<file path="src/hw/rtl/swsu_pkg.sv">
// ----------------------------------------------------------------------------
// swsu_pkg
// Shared widths, codes and controller/datapath handshake types of the
// sliding window sender unit.
// ----------------------------------------------------------------------------
`default_nettype none

package swsu_pkg;

	// Default sizes handed to the top level parameters.
	localparam int WINDOW_DEPTH_DEF = 16;
	localparam int SEQ_COUNT_DEF    = 128;
	localparam int PAYLOAD_BITS_DEF = 64;

	// Fixed field widths of the channels.
	localparam int ACTION_W  = 2;
	localparam int PAYLOAD_W = 64;
	localparam int SEQ_W     = 7;
	localparam int KIND_W    = 3;
	localparam int COUNT_W   = 5;

	// Configuration port.
	localparam int APB_ADDR_W = 2;
	localparam int APB_DATA_W = 32;
	localparam int WS_W       = 5;
	localparam logic [APB_ADDR_W-1:0] REG_WINDOW_SIZE_ADDR = 2'd0;
	localparam logic [WS_W-1:0]       WINDOW_SIZE_RESET    = 5'd16;

	// Request actions.
	localparam logic [ACTION_W-1:0] ACT_SEND    = 2'd0;
	localparam logic [ACTION_W-1:0] ACT_ACK     = 2'd1;
	localparam logic [ACTION_W-1:0] ACT_TIMEOUT = 2'd2;

	// Result kinds.
	localparam logic [KIND_W-1:0] KIND_XMIT   = 3'd0;
	localparam logic [KIND_W-1:0] KIND_RETX   = 3'd1;
	localparam logic [KIND_W-1:0] KIND_REJECT = 3'd2;
	localparam logic [KIND_W-1:0] KIND_ACKED  = 3'd3;
	localparam logic [KIND_W-1:0] KIND_IDLE   = 3'd4;

	// Commands from the controller to the datapath.
	typedef struct packed {
		logic              take_in;
		logic              load_slot;
		logic              reduce_slot;
		logic              push;
		logic              pop;
		logic              reduce_head;
		logic              emit;
		logic [KIND_W-1:0] kind;
	} swsu_cmd_t;

	// Status from the datapath to the controller.
	typedef struct packed {
		logic [ACTION_W-1:0] action;
		logic                full;
		logic                empty;
		logic                slot_ge_w;
		logic                head_ge_w;
		logic                match;
		logic                out_free;
	} swsu_sts_t;

endpackage

`default_nettype wire

</file>
<file path="src/hw/rtl/swsu_ifs.sv">
// ----------------------------------------------------------------------------
// swsu request and result channels
// Valid/ready channels that carry one request item and one result item.
// ----------------------------------------------------------------------------
`default_nettype none

interface swsu_req_if;
	logic                           valid;
	logic                           ready;
	logic [swsu_pkg::ACTION_W-1:0]  action;
	logic [swsu_pkg::PAYLOAD_W-1:0] payload;
	logic [swsu_pkg::SEQ_W-1:0]     ack_seq;

	modport source (output valid, action, payload, ack_seq, input ready);
	modport sink   (input valid, action, payload, ack_seq, output ready);
endinterface

interface swsu_rsp_if;
	logic                           valid;
	logic                           ready;
	logic [swsu_pkg::KIND_W-1:0]    kind;
	logic [swsu_pkg::SEQ_W-1:0]     seq;
	logic [swsu_pkg::PAYLOAD_W-1:0] data_out;
	logic [swsu_pkg::COUNT_W-1:0]   released;
	logic [swsu_pkg::COUNT_W-1:0]   occupancy;

	modport source (output valid, kind, seq, data_out, released, occupancy, input ready);
	modport sink   (input valid, kind, seq, data_out, released, occupancy, output ready);
endinterface

`default_nettype wire

</file>
<file path="src/hw/rtl/swsu_ctrl.sv">
// ----------------------------------------------------------------------------
// swsu_ctrl
// Controller of the sender: sequences one request through slot reduction,
// acknowledgement popping and result issue.
// ----------------------------------------------------------------------------
`default_nettype none

module swsu_ctrl (
	input  wire logic                clk,
	input  wire logic                arst_n,
	input  wire logic                in_valid,
	output logic                     in_ready,
	input  wire swsu_pkg::swsu_sts_t sts,
	output swsu_pkg::swsu_cmd_t      cmd
);

	localparam logic [1:0] ST_IDLE = 2'd0;
	localparam logic [1:0] ST_EXEC = 2'd1;
	localparam logic [1:0] ST_SLOT = 2'd2;
	localparam logic [1:0] ST_ACK  = 2'd3;

	logic [1:0] state_q;
	logic [1:0] state_d;

	always_ff @(posedge clk or negedge arst_n) begin
		if (!arst_n) begin
			state_q <= ST_IDLE;
		end else begin
			state_q <= state_d;
		end
	end

	always_comb begin
		state_d  = state_q;
		in_ready = 1'b0;
		cmd      = '0;
		cmd.kind = swsu_pkg::KIND_XMIT;
		unique case (state_q)
			ST_IDLE: begin
				in_ready = 1'b1;
				if (in_valid) begin
					cmd.take_in = 1'b1;
					state_d     = ST_EXEC;
				end
			end
			ST_EXEC: begin
				unique case (sts.action)
					swsu_pkg::ACT_SEND: begin
						if (sts.full) begin
							if (sts.out_free) begin
								cmd.emit = 1'b1;
								cmd.kind = swsu_pkg::KIND_REJECT;
								state_d  = ST_IDLE;
							end
						end else begin
							cmd.load_slot = 1'b1;
							state_d       = ST_SLOT;
						end
					end
					swsu_pkg::ACT_ACK: begin
						state_d = ST_ACK;
					end
					swsu_pkg::ACT_TIMEOUT: begin
						if (sts.out_free) begin
							cmd.emit = 1'b1;
							cmd.kind = sts.empty ? swsu_pkg::KIND_IDLE : swsu_pkg::KIND_RETX;
							state_d  = ST_IDLE;
						end
					end
					default: begin
						state_d = ST_IDLE;
					end
				endcase
			end
			ST_SLOT: begin
				if (sts.slot_ge_w) begin
					cmd.reduce_slot = 1'b1;
				end else if (sts.out_free) begin
					cmd.push = 1'b1;
					cmd.emit = 1'b1;
					cmd.kind = swsu_pkg::KIND_XMIT;
					state_d  = ST_IDLE;
				end
			end
			ST_ACK: begin
				if (sts.head_ge_w) begin
					cmd.reduce_head = 1'b1;
				end else if (sts.empty || sts.match) begin
					if (sts.out_free) begin
						cmd.emit = 1'b1;
						cmd.kind = swsu_pkg::KIND_ACKED;
						state_d  = ST_IDLE;
					end
				end else begin
					cmd.pop = 1'b1;
				end
			end
			default: begin
				state_d = ST_IDLE;
			end
		endcase
	end

endmodule

`default_nettype wire

</file>
<file path="src/hw/rtl/swsu_dp.sv">
// ----------------------------------------------------------------------------
// swsu_dp
// Datapath of the sender: window ring memory, head/count/sequence registers,
// slot reducer and the result register.
// ----------------------------------------------------------------------------
`default_nettype none

module swsu_dp #(
	parameter int WINDOW_DEPTH = swsu_pkg::WINDOW_DEPTH_DEF,
	parameter int SEQ_COUNT    = swsu_pkg::SEQ_COUNT_DEF,
	parameter int PAYLOAD_BITS = swsu_pkg::PAYLOAD_BITS_DEF
) (
	input  wire logic                           clk,
	input  wire logic                           arst_n,
	input  wire logic [swsu_pkg::WS_W-1:0]      window_size,
	input  wire logic [swsu_pkg::ACTION_W-1:0]  in_action,
	input  wire logic [swsu_pkg::PAYLOAD_W-1:0] in_payload,
	input  wire logic [swsu_pkg::SEQ_W-1:0]     in_ack_seq,
	input  wire swsu_pkg::swsu_cmd_t            cmd,
	output swsu_pkg::swsu_sts_t                 sts,
	output logic                                out_valid,
	input  wire logic                           out_ready,
	output logic [swsu_pkg::KIND_W-1:0]         out_kind,
	output logic [swsu_pkg::SEQ_W-1:0]          out_seq,
	output logic [swsu_pkg::PAYLOAD_W-1:0]      out_data,
	output logic [swsu_pkg::COUNT_W-1:0]        out_released,
	output logic [swsu_pkg::COUNT_W-1:0]        out_occupancy
);

	localparam int CW   = $clog2(WINDOW_DEPTH + 1);
	localparam int SLW  = (WINDOW_DEPTH > 1) ? $clog2(WINDOW_DEPTH) : 1;
	localparam int RW   = CW + 1;
	localparam int SW   = $clog2(SEQ_COUNT);
	localparam int CMPW = (SW > swsu_pkg::SEQ_W) ? SW : swsu_pkg::SEQ_W;
	localparam int WSX  = (CW > swsu_pkg::WS_W) ? CW : swsu_pkg::WS_W;
	localparam logic [WSX-1:0] DEPTH_X  = WSX'(WINDOW_DEPTH);
	localparam logic [SW-1:0]  SEQ_LAST = SW'(SEQ_COUNT - 1);

	// Window ring memory, one write and one registered read port.
	logic [SW-1:0]           seq_mem  [WINDOW_DEPTH];
	logic [PAYLOAD_BITS-1:0] data_mem [WINDOW_DEPTH];
	logic [SW-1:0]           rd_seq_q;
	logic [PAYLOAD_BITS-1:0] rd_data_q;

	logic [SLW-1:0]                  head_q;
	logic [CW-1:0]                   cnt_q;
	logic [SW-1:0]                   nseq_q;
	logic                            hred_q;
	logic [RW-1:0]                   slot_q;
	logic [CW-1:0]                   rel_q;
	logic [swsu_pkg::ACTION_W-1:0]   act_q;
	logic [PAYLOAD_BITS-1:0]         pay_q;
	logic [swsu_pkg::SEQ_W-1:0]      ack_q;
	logic                            ovalid_q;
	logic [swsu_pkg::KIND_W-1:0]     okind_q;
	logic [swsu_pkg::SEQ_W-1:0]      oseq_q;
	logic [swsu_pkg::PAYLOAD_W-1:0]  odata_q;
	logic [swsu_pkg::COUNT_W-1:0]    orel_q;
	logic [swsu_pkg::COUNT_W-1:0]    oocc_q;

	logic [WSX-1:0] ws_x;
	logic [CW-1:0]  w_eff;
	logic [CW-1:0]  head_inc;
	logic [CW-1:0]  head_step;
	logic [CW-1:0]  head_sub;
	logic [SLW-1:0] head_d;
	logic           hred_d;
	logic [CMPW-1:0] rd_seq_x;
	logic [CMPW-1:0] ack_x;
	logic [CMPW-1:0] seq_sel;
	logic [CMPW-1:0] nseq_x;
	logic           out_free;

	// Window size 0 acts as 1, sizes beyond the ring act as the ring depth.
	always_comb begin
		ws_x = WSX'(window_size);
		if (window_size == '0) begin
			w_eff = CW'(1);
		end else if (ws_x > DEPTH_X) begin
			w_eff = CW'(WINDOW_DEPTH);
		end else begin
			w_eff = CW'(ws_x);
		end
	end

	// Head advance is one conditional subtract; a head left above a shrunk
	// window needs further subtract steps, flagged by hred.
	always_comb begin
		head_inc  = CW'(head_q) + CW'(1);
		head_step = (head_inc >= w_eff) ? head_inc - w_eff : head_inc;
		head_sub  = CW'(head_q) - w_eff;
		head_d    = head_q;
		hred_d    = hred_q;
		if (cmd.pop) begin
			head_d = SLW'(head_step);
			hred_d = head_step >= w_eff;
		end else if (cmd.reduce_head) begin
			head_d = SLW'(head_sub);
			hred_d = head_sub >= w_eff;
		end
	end

	assign out_free = !ovalid_q || out_ready;
	assign rd_seq_x = CMPW'(rd_seq_q);
	assign ack_x    = CMPW'(ack_q);
	assign nseq_x   = CMPW'(nseq_q);

	always_comb begin
		sts.action    = act_q;
		sts.full      = cnt_q >= w_eff;
		sts.empty     = cnt_q == '0;
		sts.slot_ge_w = slot_q >= RW'(w_eff);
		sts.head_ge_w = hred_q;
		sts.match     = rd_seq_x == ack_x;
		sts.out_free  = out_free;
	end

	always_ff @(posedge clk or negedge arst_n) begin
		if (!arst_n) begin
			head_q <= '0;
			cnt_q  <= '0;
			nseq_q <= '0;
			hred_q <= 1'b0;
		end else begin
			head_q <= head_d;
			hred_q <= hred_d;
			if (cmd.push) begin
				cnt_q  <= cnt_q + CW'(1);
				nseq_q <= (nseq_q == SEQ_LAST) ? '0 : nseq_q + SW'(1);
			end else if (cmd.pop) begin
				cnt_q <= cnt_q - CW'(1);
			end
		end
	end

	// Ring memory; the read follows the next head so rd_* shows the head entry.
	always_ff @(posedge clk) begin
		if (cmd.push) begin
			seq_mem[slot_q[SLW-1:0]]  <= nseq_q;
			data_mem[slot_q[SLW-1:0]] <= pay_q;
		end
		rd_seq_q  <= seq_mem[head_d];
		rd_data_q <= data_mem[head_d];
	end

	// Request capture, slot reduction and release counting.
	always_ff @(posedge clk) begin
		if (cmd.take_in) begin
			act_q <= in_action;
			pay_q <= in_payload[PAYLOAD_BITS-1:0];
			ack_q <= in_ack_seq;
			rel_q <= '0;
		end else if (cmd.pop) begin
			rel_q <= rel_q + CW'(1);
		end
		if (cmd.load_slot) begin
			slot_q <= RW'(head_q) + RW'(cnt_q);
		end else if (cmd.reduce_slot) begin
			slot_q <= slot_q - RW'(w_eff);
		end
	end

	always_comb begin
		case (cmd.kind)
			swsu_pkg::KIND_XMIT:  seq_sel = nseq_x;
			swsu_pkg::KIND_RETX:  seq_sel = rd_seq_x;
			swsu_pkg::KIND_ACKED: seq_sel = ack_x;
			default:              seq_sel = '0;
		endcase
	end

	// Result register; it holds until taken while the next request proceeds.
	always_ff @(posedge clk or negedge arst_n) begin
		if (!arst_n) begin
			ovalid_q <= 1'b0;
		end else if (cmd.emit) begin
			ovalid_q <= 1'b1;
		end else if (out_ready) begin
			ovalid_q <= 1'b0;
		end
	end

	always_ff @(posedge clk) begin
		if (cmd.emit) begin
			okind_q <= cmd.kind;
			oseq_q  <= seq_sel[swsu_pkg::SEQ_W-1:0];
			if (cmd.kind == swsu_pkg::KIND_XMIT) begin
				odata_q <= swsu_pkg::PAYLOAD_W'(pay_q);
			end else if (cmd.kind == swsu_pkg::KIND_RETX) begin
				odata_q <= swsu_pkg::PAYLOAD_W'(rd_data_q);
			end else begin
				odata_q <= '0;
			end
			orel_q <= (cmd.kind == swsu_pkg::KIND_ACKED) ? swsu_pkg::COUNT_W'(rel_q) : '0;
			oocc_q <= cmd.push ? swsu_pkg::COUNT_W'(cnt_q + CW'(1))
				: swsu_pkg::COUNT_W'(cnt_q);
		end
	end

	assign out_valid     = ovalid_q;
	assign out_kind      = okind_q;
	assign out_seq       = oseq_q;
	assign out_data      = odata_q;
	assign out_released  = orel_q;
	assign out_occupancy = oocc_q;

	// A new entry is only stored into a window with room left.
	a_push_room: assert property (@(posedge clk) disable iff (!arst_n)
		cmd.push |-> (cnt_q < w_eff))
		else $error("push into a full window");

	// Entries are only popped from a non-empty window.
	a_pop_held: assert property (@(posedge clk) disable iff (!arst_n)
		cmd.pop |-> (cnt_q != '0))
		else $error("pop from an empty window");

	// A result never overwrites one that has not been taken.
	a_emit_free: assert property (@(posedge clk) disable iff (!arst_n)
		cmd.emit |-> out_free)
		else $error("result register overwritten");

	// The occupancy never goes past the ring depth.
	a_cnt_bound: assert property (@(posedge clk) disable iff (!arst_n)
		cnt_q <= CW'(WINDOW_DEPTH))
		else $error("window count beyond ring depth");

	// A pop moves the count down by exactly one.
	a_pop_count: assert property (@(posedge clk) disable iff (!arst_n)
		cmd.pop |=> (cnt_q == $past(cnt_q) - CW'(1)))
		else $error("pop did not release one entry");

endmodule

`default_nettype wire

</file>
<file path="src/hw/rtl/sliding_window_sender_unit.sv">
// ----------------------------------------------------------------------------
// sliding_window_sender_unit
// Sender side of a sliding-window link: stores sent words in a ring, pops
// them on acknowledgement and hands back the head word on a timeout.
// ----------------------------------------------------------------------------
// Usage:
// Each request item on req carries an action (send, acknowledgement or
// timeout), a payload word and an acknowledged sequence number. Every send,
// acknowledgement and timeout gives exactly one result item on rsp; an
// unknown action is dropped without a result.
// An item's result is registered when its last step issues it, and only
// then does the controller go back to accepting the next item.
// A send loads its ring slot as head plus count and takes one subtract step
// for each wrap of the slot: one when head plus count wraps past the window
// size, more after the window was shrunk. A timeout issues its result as its
// only step. An acknowledgement takes one step for each released entry,
// since the head entry is read from the ring's single registered read port
// once per pop, plus one for each subtract step of a head left beyond a
// shrunk window. One item is worked on at a time.
// The result sits in an output register: a new request is accepted while an
// earlier result waits, and only issuing the next result waits for rsp.ready.
// Reset empties the window, zeroes the head and the sequence counter, and
// sets window_size to 16; ring contents stay unknown until written.
// window_size sits at APB byte address 0 and may be written while idle.
// ----------------------------------------------------------------------------
`default_nettype none

module sliding_window_sender_unit #(
	parameter int WINDOW_DEPTH = swsu_pkg::WINDOW_DEPTH_DEF,
	parameter int SEQ_COUNT    = swsu_pkg::SEQ_COUNT_DEF,
	parameter int PAYLOAD_BITS = swsu_pkg::PAYLOAD_BITS_DEF
) (
	input  wire logic                             clk,
	input  wire logic                             arst_n,
	swsu_req_if.sink                              req,
	swsu_rsp_if.source                            rsp,
	input  wire logic                             psel,
	input  wire logic                             penable,
	input  wire logic                             pwrite,
	input  wire logic [swsu_pkg::APB_ADDR_W-1:0]  paddr,
	input  wire logic [swsu_pkg::APB_DATA_W-1:0]  pwdata,
	output logic [swsu_pkg::APB_DATA_W-1:0]       prdata,
	output logic                                  pready
);

	logic [swsu_pkg::WS_W-1:0] window_size_q;
	logic                      in_ready;
	swsu_pkg::swsu_cmd_t       cmd;
	swsu_pkg::swsu_sts_t       sts;

	// The configuration port never waits; the single register decodes at
	// byte address zero and takes the low bits of the write data.
	assign pready = 1'b1;

	always_ff @(posedge clk or negedge arst_n) begin
		if (!arst_n) begin
			window_size_q <= swsu_pkg::WINDOW_SIZE_RESET;
		end else if (psel && penable && pwrite && pready
			&& (paddr == swsu_pkg::REG_WINDOW_SIZE_ADDR)) begin
			window_size_q <= pwdata[swsu_pkg::WS_W-1:0];
		end
	end

	assign prdata = (paddr == swsu_pkg::REG_WINDOW_SIZE_ADDR)
		? swsu_pkg::APB_DATA_W'(window_size_q) : '0;

	// The controller only sequences; all state of the window is in the datapath.
	swsu_ctrl u_ctrl (
		.clk      (clk),
		.arst_n   (arst_n),
		.in_valid (req.valid),
		.in_ready (in_ready),
		.sts      (sts),
		.cmd      (cmd)
	);

	assign req.ready = in_ready;

	swsu_dp #(
		.WINDOW_DEPTH (WINDOW_DEPTH),
		.SEQ_COUNT    (SEQ_COUNT),
		.PAYLOAD_BITS (PAYLOAD_BITS)
	) u_dp (
		.clk           (clk),
		.arst_n        (arst_n),
		.window_size   (window_size_q),
		.in_action     (req.action),
		.in_payload    (req.payload),
		.in_ack_seq    (req.ack_seq),
		.cmd           (cmd),
		.sts           (sts),
		.out_valid     (rsp.valid),
		.out_ready     (rsp.ready),
		.out_kind      (rsp.kind),
		.out_seq       (rsp.seq),
		.out_data      (rsp.data_out),
		.out_released  (rsp.released),
		.out_occupancy (rsp.occupancy)
	);

endmodule

`default_nettype wire
</file>
<file path="src/flat_wrapper.sv">
// flat-port wrapper written by rule: the top's interface ports become plain ports
module sliding_window_sender_unit_flat 
#(
	parameter int WINDOW_DEPTH = swsu_pkg::WINDOW_DEPTH_DEF,
	parameter int SEQ_COUNT    = swsu_pkg::SEQ_COUNT_DEF,
	parameter int PAYLOAD_BITS = swsu_pkg::PAYLOAD_BITS_DEF
)
  (clk, arst_n, psel, penable, pwrite, paddr, pwdata, prdata, pready, req_valid, req_action, req_payload, req_ack_seq, req_ready, rsp_valid, rsp_kind, rsp_seq, rsp_data_out, rsp_released, rsp_occupancy, rsp_ready);
  swsu_req_if req_i ();
  swsu_rsp_if rsp_i ();
  input  wire logic clk;
  input  wire logic arst_n;
  input  wire logic psel;
  input  wire logic penable;
  input  wire logic pwrite;
  input  wire logic [swsu_pkg::APB_ADDR_W-1:0] paddr;
  input  wire logic [swsu_pkg::APB_DATA_W-1:0] pwdata;
  output logic [swsu_pkg::APB_DATA_W-1:0] prdata;
  output logic pready;
  input wire logic [$bits(req_i.valid)-1:0] req_valid;
  input wire logic [$bits(req_i.action)-1:0] req_action;
  input wire logic [$bits(req_i.payload)-1:0] req_payload;
  input wire logic [$bits(req_i.ack_seq)-1:0] req_ack_seq;
  output wire logic [$bits(req_i.ready)-1:0] req_ready;
  output wire logic [$bits(rsp_i.valid)-1:0] rsp_valid;
  output wire logic [$bits(rsp_i.kind)-1:0] rsp_kind;
  output wire logic [$bits(rsp_i.seq)-1:0] rsp_seq;
  output wire logic [$bits(rsp_i.data_out)-1:0] rsp_data_out;
  output wire logic [$bits(rsp_i.released)-1:0] rsp_released;
  output wire logic [$bits(rsp_i.occupancy)-1:0] rsp_occupancy;
  input wire logic [$bits(rsp_i.ready)-1:0] rsp_ready;
  assign req_i.valid = req_valid;
  assign req_i.action = req_action;
  assign req_i.payload = req_payload;
  assign req_i.ack_seq = req_ack_seq;
  assign req_ready = req_i.ready;
  assign rsp_valid = rsp_i.valid;
  assign rsp_kind = rsp_i.kind;
  assign rsp_seq = rsp_i.seq;
  assign rsp_data_out = rsp_i.data_out;
  assign rsp_released = rsp_i.released;
  assign rsp_occupancy = rsp_i.occupancy;
  assign rsp_i.ready = rsp_ready;
  sliding_window_sender_unit #(.WINDOW_DEPTH(WINDOW_DEPTH), .SEQ_COUNT(SEQ_COUNT), .PAYLOAD_BITS(PAYLOAD_BITS)) u_core (.clk(clk), .arst_n(arst_n), .req(req_i), .rsp(rsp_i), .psel(psel), .penable(penable), .pwrite(pwrite), .paddr(paddr), .pwdata(pwdata), .prdata(prdata), .pready(pready));
endmodule
</file>
<file path="config.mk">
export PLATFORM = sky130hd
export DESIGN_NAME = sliding_window_sender_unit_flat
export DESIGN_NICKNAME = d
export VERILOG_FILES = /design/src/hw/rtl/swsu_pkg.sv /design/src/hw/rtl/swsu_ifs.sv /design/src/hw/rtl/swsu_ctrl.sv /design/src/hw/rtl/swsu_dp.sv /design/src/hw/rtl/sliding_window_sender_unit.sv /design/src/flat_wrapper.sv
export SDC_FILE = /design/constraint.sdc
export NUM_CORES = 2
export LEC_CHECK = 0
export BUFFER_PORTS_ARGS = -buffer_cell sky130_fd_sc_hd__buf_4
export CAP_MARGIN = 20
export CORE_UTILIZATION = 55
export CTS_CLUSTER_SIZE = 12
export DETAILED_ROUTE_END_ITERATION = 10
export PLACE_DENSITY = 0.73
export SLEW_MARGIN = 30
export SYNTH_ARGS = -nofsm -noshare
export SYNTH_HDL_FRONTEND = slang
export SYNTH_SLANG_ARGS = --single-unit
</file>
<file path="constraint.sdc">
create_clock -name clk -period 7.75 [get_ports clk]
set_input_delay 2.325 -clock clk [delete_from_list [all_inputs] [get_ports clk]]
set_output_delay 2.325 -clock clk [all_outputs]
set_load 0.05 [all_outputs]
</file>
Word-level counts from Yosys, hierarchy flattened
Memory sizes are Yosys's and may differ from the RTL's. A register that Yosys moved wholly into a read port is not among the register bits.
Cells that the tools add are included.
{"block": "word_totals", "ff_bits": 193, "mem_bits_rw": 1136, "in_bits": 114, "out_inout_bits": 119, "word_cells": 118, "n_memories": 2}
{"block": "op_classes", "add_sub_neg": 9, "order_cmp": 6, "n_eq_ne": 13, "mux": 54, "n_reduce_logical": 17}
{"memory": "u_core.u_dp.data_mem", "words": 16, "width": 64, "rd": 1, "rd_ports_with_merged_regs": 1, "wr": 1, "line": "swsu_dp.sv:41", "source": "logic [PAYLOAD_BITS-1:0] data_mem [WINDOW_DEPTH];"}
{"memory": "u_core.u_dp.seq_mem", "words": 16, "width": 7, "rd": 1, "rd_ports_with_merged_regs": 1, "wr": 1, "line": "swsu_dp.sv:40", "source": "logic [SW-1:0] seq_mem [WINDOW_DEPTH];"}
{"cell": "2-to-1 mux 64 bit", "count": 2}
{"cell": "2-to-1 mux 4 bit", "count": 10}
{"cell": "2-to-1 mux 5 bit", "count": 7}
{"cell": "case mux 7 bit (3 select lines)", "count": 1}
{"cell": ">= comparator 5 bit", "count": 4}
{"cell": "2-to-1 mux 1 bit", "count": 18}
{"cell": "2-to-1 mux 2 bit", "count": 8}
{"cell": "2-to-1 mux 6 bit", "count": 2}
{"cell": "case mux 4 bit (3 select lines)", "count": 1}
{"cell": "adder 5 x 1 -> 5 bit, second input constant", "count": 2}
{"cell": "logical NOT 5 bit", "count": 2}
{"cell": "!= test 2 bit, second input constant", "count": 4}
{"cell": "case mux 2 bit (4 select lines)", "count": 1}
{"cell": "case mux 4 bit (2 select lines)", "count": 1}
{"cell": "nonzero test 2 bit", "count": 4}
{"cell": "adder 7 x 1 -> 7 bit, second input constant", "count": 1}
{"cell": "equality test 7 bit", "count": 1}
{"cell": "equality test 7 bit, second input constant", "count": 1}
{"cell": "2-to-1 mux 7 bit", "count": 1}
{"cell": "adder 4 x 5 -> 6 bit", "count": 1}
{"cell": "equality test 2 bit, second input constant", "count": 3}
{"cell": ">= comparator 6 x 5 -> 1 bit", "count": 1}
{"cell": "logical NOT 2 bit", "count": 3}
{"cell": "case mux 2 bit (3 select lines)", "count": 1}
{"cell": "other kinds (15)", "count": 19}

Longest topological paths before layout
{"block": "logic_depth", "depth_word": 10, "mapped_depth": 17, "mapped_depth_nobuf": 17}

By module
Synthesis repeated with hierarchy kept, for this count alone.
{"block": "hier_totals", "cells_unflattened": 3100, "hier_area_um2": 54617.4}
{"module": "swsu_dp", "n_inst": 1, "cells_per_inst": 3016, "area_per_inst_um2": 53856.7, "seq_area_each_um2": 40979.3}
{"module": "sliding_window_sender_unit", "n_inst": 1, "cells_per_inst": 47, "area_per_inst_um2": 470.5, "seq_area_each_um2": 126.4}
{"module": "swsu_ctrl", "n_inst": 1, "cells_per_inst": 37, "area_per_inst_um2": 290.3, "seq_area_each_um2": 50.0}

Worst setup path before layout
OpenSTA, ideal clock, no wires.
{"block": "synth_path", "kind": "input to register", "startpoint": "input rsp_ready", "endpoint": "memory u_core.u_dp.data_mem[2][0] (netlist name) (enable)", "setup_time_ns": 0.587, "arrival_ns": 8.158, "required_ns": 7.163, "setup_slack_ns": -0.995, "cell_stages": 6, "path_buffers": 1, "path_cell_list": "nor2b_1 or3_1 inv_1 buf_1 nand3_1 nor3_1"}
{"element": "from (decl)", "line": "flat_wrapper.sv:31", "source": "input wire logic [$bits(rsp_i.ready)-1:0] rsp_ready;"}
{"element": "to (decl)", "line": "swsu_dp.sv:41"}

Worst setup path in the final report
{"block": "layout_path", "startpoint": "register u_core.window_size_q[4] (netlist name)", "endpoint": "register u_core.u_dp.rd_seq_q[1] (read register of u_core.u_dp.seq_mem)"}
{"block": "layout_between", "elab_chain_len": 6, "word_cells_on_any_way": 10, "cone_classes": "add/sub: 2; order compare: 2; mux: 5; reduce/logical: 1"}
{"element": "from (decl)", "line": "sliding_window_sender_unit.sv:46", "source": "logic [swsu_pkg::WS_W-1:0] window_size_q;"}
{"element": "from (signal assigned)", "line": "sliding_window_sender_unit.sv:57", "source": "window_size_q <= swsu_pkg::WINDOW_SIZE_RESET;"}
{"element": "from (signal assigned)", "line": "sliding_window_sender_unit.sv:60", "source": "window_size_q <= pwdata[swsu_pkg::WS_W-1:0];"}
{"element": "> comparator 5 bit", "line": "swsu_dp.sv:79", "source": "end else if (ws_x > DEPTH_X) begin"}
{"element": "2-to-1 mux 5 bit", "line": "swsu_dp.sv:79"}
{"element": "2-to-1 mux 5 bit *", "line": "swsu_dp.sv:77", "source": "if (window_size == '0) begin"}
{"element": "subtractor 4 x 5 -> 5 bit (tied with other cells)", "line": "swsu_dp.sv:91", "source": "head_sub = CW'(head_q) - w_eff;"}
{"element": "2-to-1 mux 4 bit or 2-to-1 mux 5 bit (tied branches)", "line": "swsu_dp.sv:97, swsu_dp.sv:90"}
{"element": "2-to-1 mux 4 bit *", "line": "swsu_dp.sv:94", "source": "if (cmd.pop) begin"}
{"element": "to (decl)", "line": "swsu_dp.sv:42", "source": "logic [SW-1:0] rd_seq_q;"}
Mark *: on every way between the ends. The rest lies on a longest branch, timed or not.
A chain may end at the register's enable or synchronous reset.

==> impl_metrics.toml <==
[status]
outcome = "finished, final reports clean"

[sta]
drv_slew = 0
fin_crit_sh_pct = 73.54
fin_crit_ps = 5700
finalSetupTns_ps = 0
rsz0062_at_grt = "false"
setup_violations = 0
relSlewSlack_pct = 29.98
clock-skew-final_ps = 33.33
max_slew.worst_pin.slew_ps = 1050
max_freq_ghz = 0.1755
hold_violations = 0

[floorplanning]
core_area_um2 = 100100
die_w_um = 320.2
rows = 116
die_h_um = 320.2
die-area_um2 = 102500
start_util_pct = 55.61
pin_count = 233

[worst_hold_path]
hold_depth = 2
holdPathEnd = "u_core.u_dp.rel_q[4]$_SDFFE_PP0P_"
min_from = "u_core.u_dp.rel_q[4]$_SDFFE_PP0P_"
hold_class = "reg2reg"

[logic_synthesis]
avgSynthCellArea_um2 = 14.94
synthAdderAreaFrac_pct = 0.9975
synth-simple-area-share_pct = 7.092
synth_mux_area_share_pct = 0.1775
synth-edff-count = 1299
synthArstFlopShare_pct = 1.786
synth_most_common_cell = "edfxtp_1"
synth_xor_area_share_pct = 0.4875
synthesis.yosys.warnings = 0
synth_cells = 3727
synth_top_area_share_pct = 70.04
netlist-cell-type-count = 71
synth_top_family_by_area = "compound AO/OA/AOI/OAI gates"
yosysSeqAreaShare_pct = 73.90
synth-compound-area-share_pct = 14.39
synth_ff_type = "edfxtp_1"
ys_seq_elements = 1400
yosys-top-cells-count = "edfxtp_1, nand2_1, and3_1, clkbuf_1, a211o_1"
synth_area_leader_cell = "edfxtp_1"
synth_area_um2 = 55690
synthTopCellsByArea = "edfxtp_1, a211o_1, dfxtp_1"

[routing]
drt-initial-drc-count = 4501
ant_nets = 0
drc_errors = 0
vias = 34182
vias_per_cell = 6.557
drt_pass1_iterations = 8
wl_um = 137200
wl_per_cell_um = 26.32

[grt]
grt_pass1_vias = 33427
gr-total-overflow = 0
grt_max_degree = 206
grt_pass1_wl_um = 205600
grtUsageTotal_pct = 26.46
antenna_found_initial = 2

[worst_setup_path]
r2r-end = "u_core.u_dp.rd_seq_q[1]$_DFF_P_"
cp_top_family = "buffers and inverters"
path_cells = "inv_1, nand2_1, ha_1, and4b_1, o21ai_0, a221oi_1, a31o_2, mux2i_4, buf_4, clkinv_2, nand2_4, buf_4, o211ai_1"
end_kind = "flop"
path_buf_inv = 4
cp.required_ps = 8300
crit_type = "reg2reg"
crit_arrival_ps = 6250
max_stage_delay_ps = 850
slowest_stage = "nand2_4"
r2r_cells = 13
ff2ff_setup_slack_ps = 2050
r2r-start = "u_core.window_size_q[4]$_DFFE_PN1P_"
cp_max_fo = 38
startpoint_type = "flop"
crit_path_frequent_cell = "buf_4"

[clock_tree]
numCtsBuffers = 144
cts_setup_buffers = 0
root_buffer = "clkbuf_16"
cts.htree.levels = 4
cts.clk_slew.worst_paths_ps = 60
cts_hold_buf = 0
cts_resized = 0
cts_tree = "done"
clkLatencyLatePin_ps = 740
ctsLongestPathBuffers = 3
cts_sinks = 1400

[pwr]
p_total_mw = 26.78
power_leakage_nw = 21.21
p_per_area_nw_per_um2 = 427.5
vdd_ir_drop_max_mv = 0.5219

[place]
io_buffers = 177
dp_hpwl_um = 67930
dpl.cell_count = 4956
routabilityCongestion = 0.8170

[run]
cap_viol_max_count = 0

[cells_and_area]
fin_nets = 3964
area_growth_pct = 12.48
diodes = 0
finish.utilization_pct = 62.55
drive_above_1_share_pct = 12.06
final_cells = 5213
==> where the power goes <==
group	internal, mW	switching [mW]
sequential	9.26	0.592
combinational	3.54	6.92
clock	3.71	2.75
total	16.5	10.3
==> area by class of cell <==
type,instances,area [um2]
flip-flops and latches,1400,41160
clock inverters,32,257.7
multi-input cells,1983,13230
repair buffers,247,2170
clock buffers,221,4079
well taps,1298,1624
fillers,7094,37500
inverters,32,127.6
==> worst max-delay path by stage <==
| stage | from | to | slack (ps) | cells after the start |
|---|---|---|---|---|
| 2_1_floorplan | rsp_ready | u_core.u_dp.data_mem[10][0]$_DFFE_PP_ | 910 | 6 |
| 3_3_place_gp | rsp_ready | u_core.u_dp.data_mem[14][34]$_DFFE_PP_ | 2040 | 7 |
| 3_5_place_dp | rsp_ready | u_core.u_dp.data_mem[14][43]$_DFFE_PP_ | 1900 | 7 |
| 5_1_grt | u_core.window_size_q[4]$_DFFE_PN1P_ | u_core.u_dp.rd_seq_q[1]$_DFF_P_ | 1930 | 13 |
| 4_1_cts | u_core.window_size_q[4]$_DFFE_PN1P_ | u_core.u_dp.rd_seq_q[1]$_DFF_P_ | 2190 | 13 |
| 6_report | u_core.window_size_q[4]$_DFFE_PN1P_ | u_core.u_dp.rd_seq_q[1]$_DFF_P_ | 2050 | 13 |
==> worst reg2reg max path, delay by kind of cell (launching register included) <==
family                     cells  cell delay (ps)
muxes                          1              130
buffers and inverters          4             2150
and+or+nand+nor                3             1510
adders and majority gates      1              330
AOI/OAI and AO/OA              4              830
DFF                            1              570
==> registers in the layout, indices dropped and copies added, names as in the netlist, 6 cells and up <==
name / count
u_core.u_dp.data_mem: 1024
u_core.u_dp.seq_mem: 112
u_core.u_dp.out_data: 64
u_core.u_dp.pay_q: 64
u_core.u_dp.rd_data_q: 64
u_core.u_dp.ack_q: 7
u_core.u_dp.nseq_q: 7
u_core.u_dp.out_seq: 7
u_core.u_dp.rd_seq_q: 7
u_core.u_dp.slot_q: 6
==> cell families (layout without fill, tap and decap cells) <==
kind of cell,count (synthesis),count (layout)
AOI/OAI and AO/OA,1073,1073
xor gates and xnor gates,31,31
adders and majority gates,42,42
buffers and inverters,370,532
DFF,1400,1400
muxes,8,8
other,2,28
and+or+nand+nor,801,801
==> cell usage in the layout (no fill, tap or decap), types with 5 or more instances in the layout <==
cell and count:
edfxtp_1 1299, nand2_1 315, buf_4 226, and3_1 215
a211o_1 213, a21oi_1 160, o21ai_0 157, nand3_1 155
clkbuf_16 149, a311oi_1 141, dfxtp_1 76, o211ai_1 73
a211oi_1 72, a22oi_1 72, a32o_1 71, a22o_1 64
clkbuf_1 64, ha_1 38, nor2_1 28, conb_1 28
inv_1 27, dfrtp_1 24, xnor2_1 22, nor2_4 14
buf_12 14, clkinv_1 13, and2_1 12, a21o_1 12
nand4_1 11, nand2b_1 10, clkinv_2 10, nor2b_1 9
xor2_1 9, clkbuf_8 8, a222oi_1 7, buf_16 7
nor3_1 6, inv_6 5, mux2_2 5
==> per-stage QoR <==
step	hold slack [ps]	worst slack (ps)	area, um2
finish	508.7	2050	62640
global route	534.8	1934	62640
CTS	514.6	2185	62540
detailed placement	492.8	1897	58200
global placement	488.4	2038	58080
floorplan	471.0	905.6	55810
==> metal layers <==
layer,vias up,global-route usage (%),routed length [um]
li1,14938,-,-
met2,1767,42.64,66050
met3,261,4.647,12290
met5,-,0,8
met4,2,8.549,3376
met1,17214,36.79,55490
(Power assumes the default switching activity.)
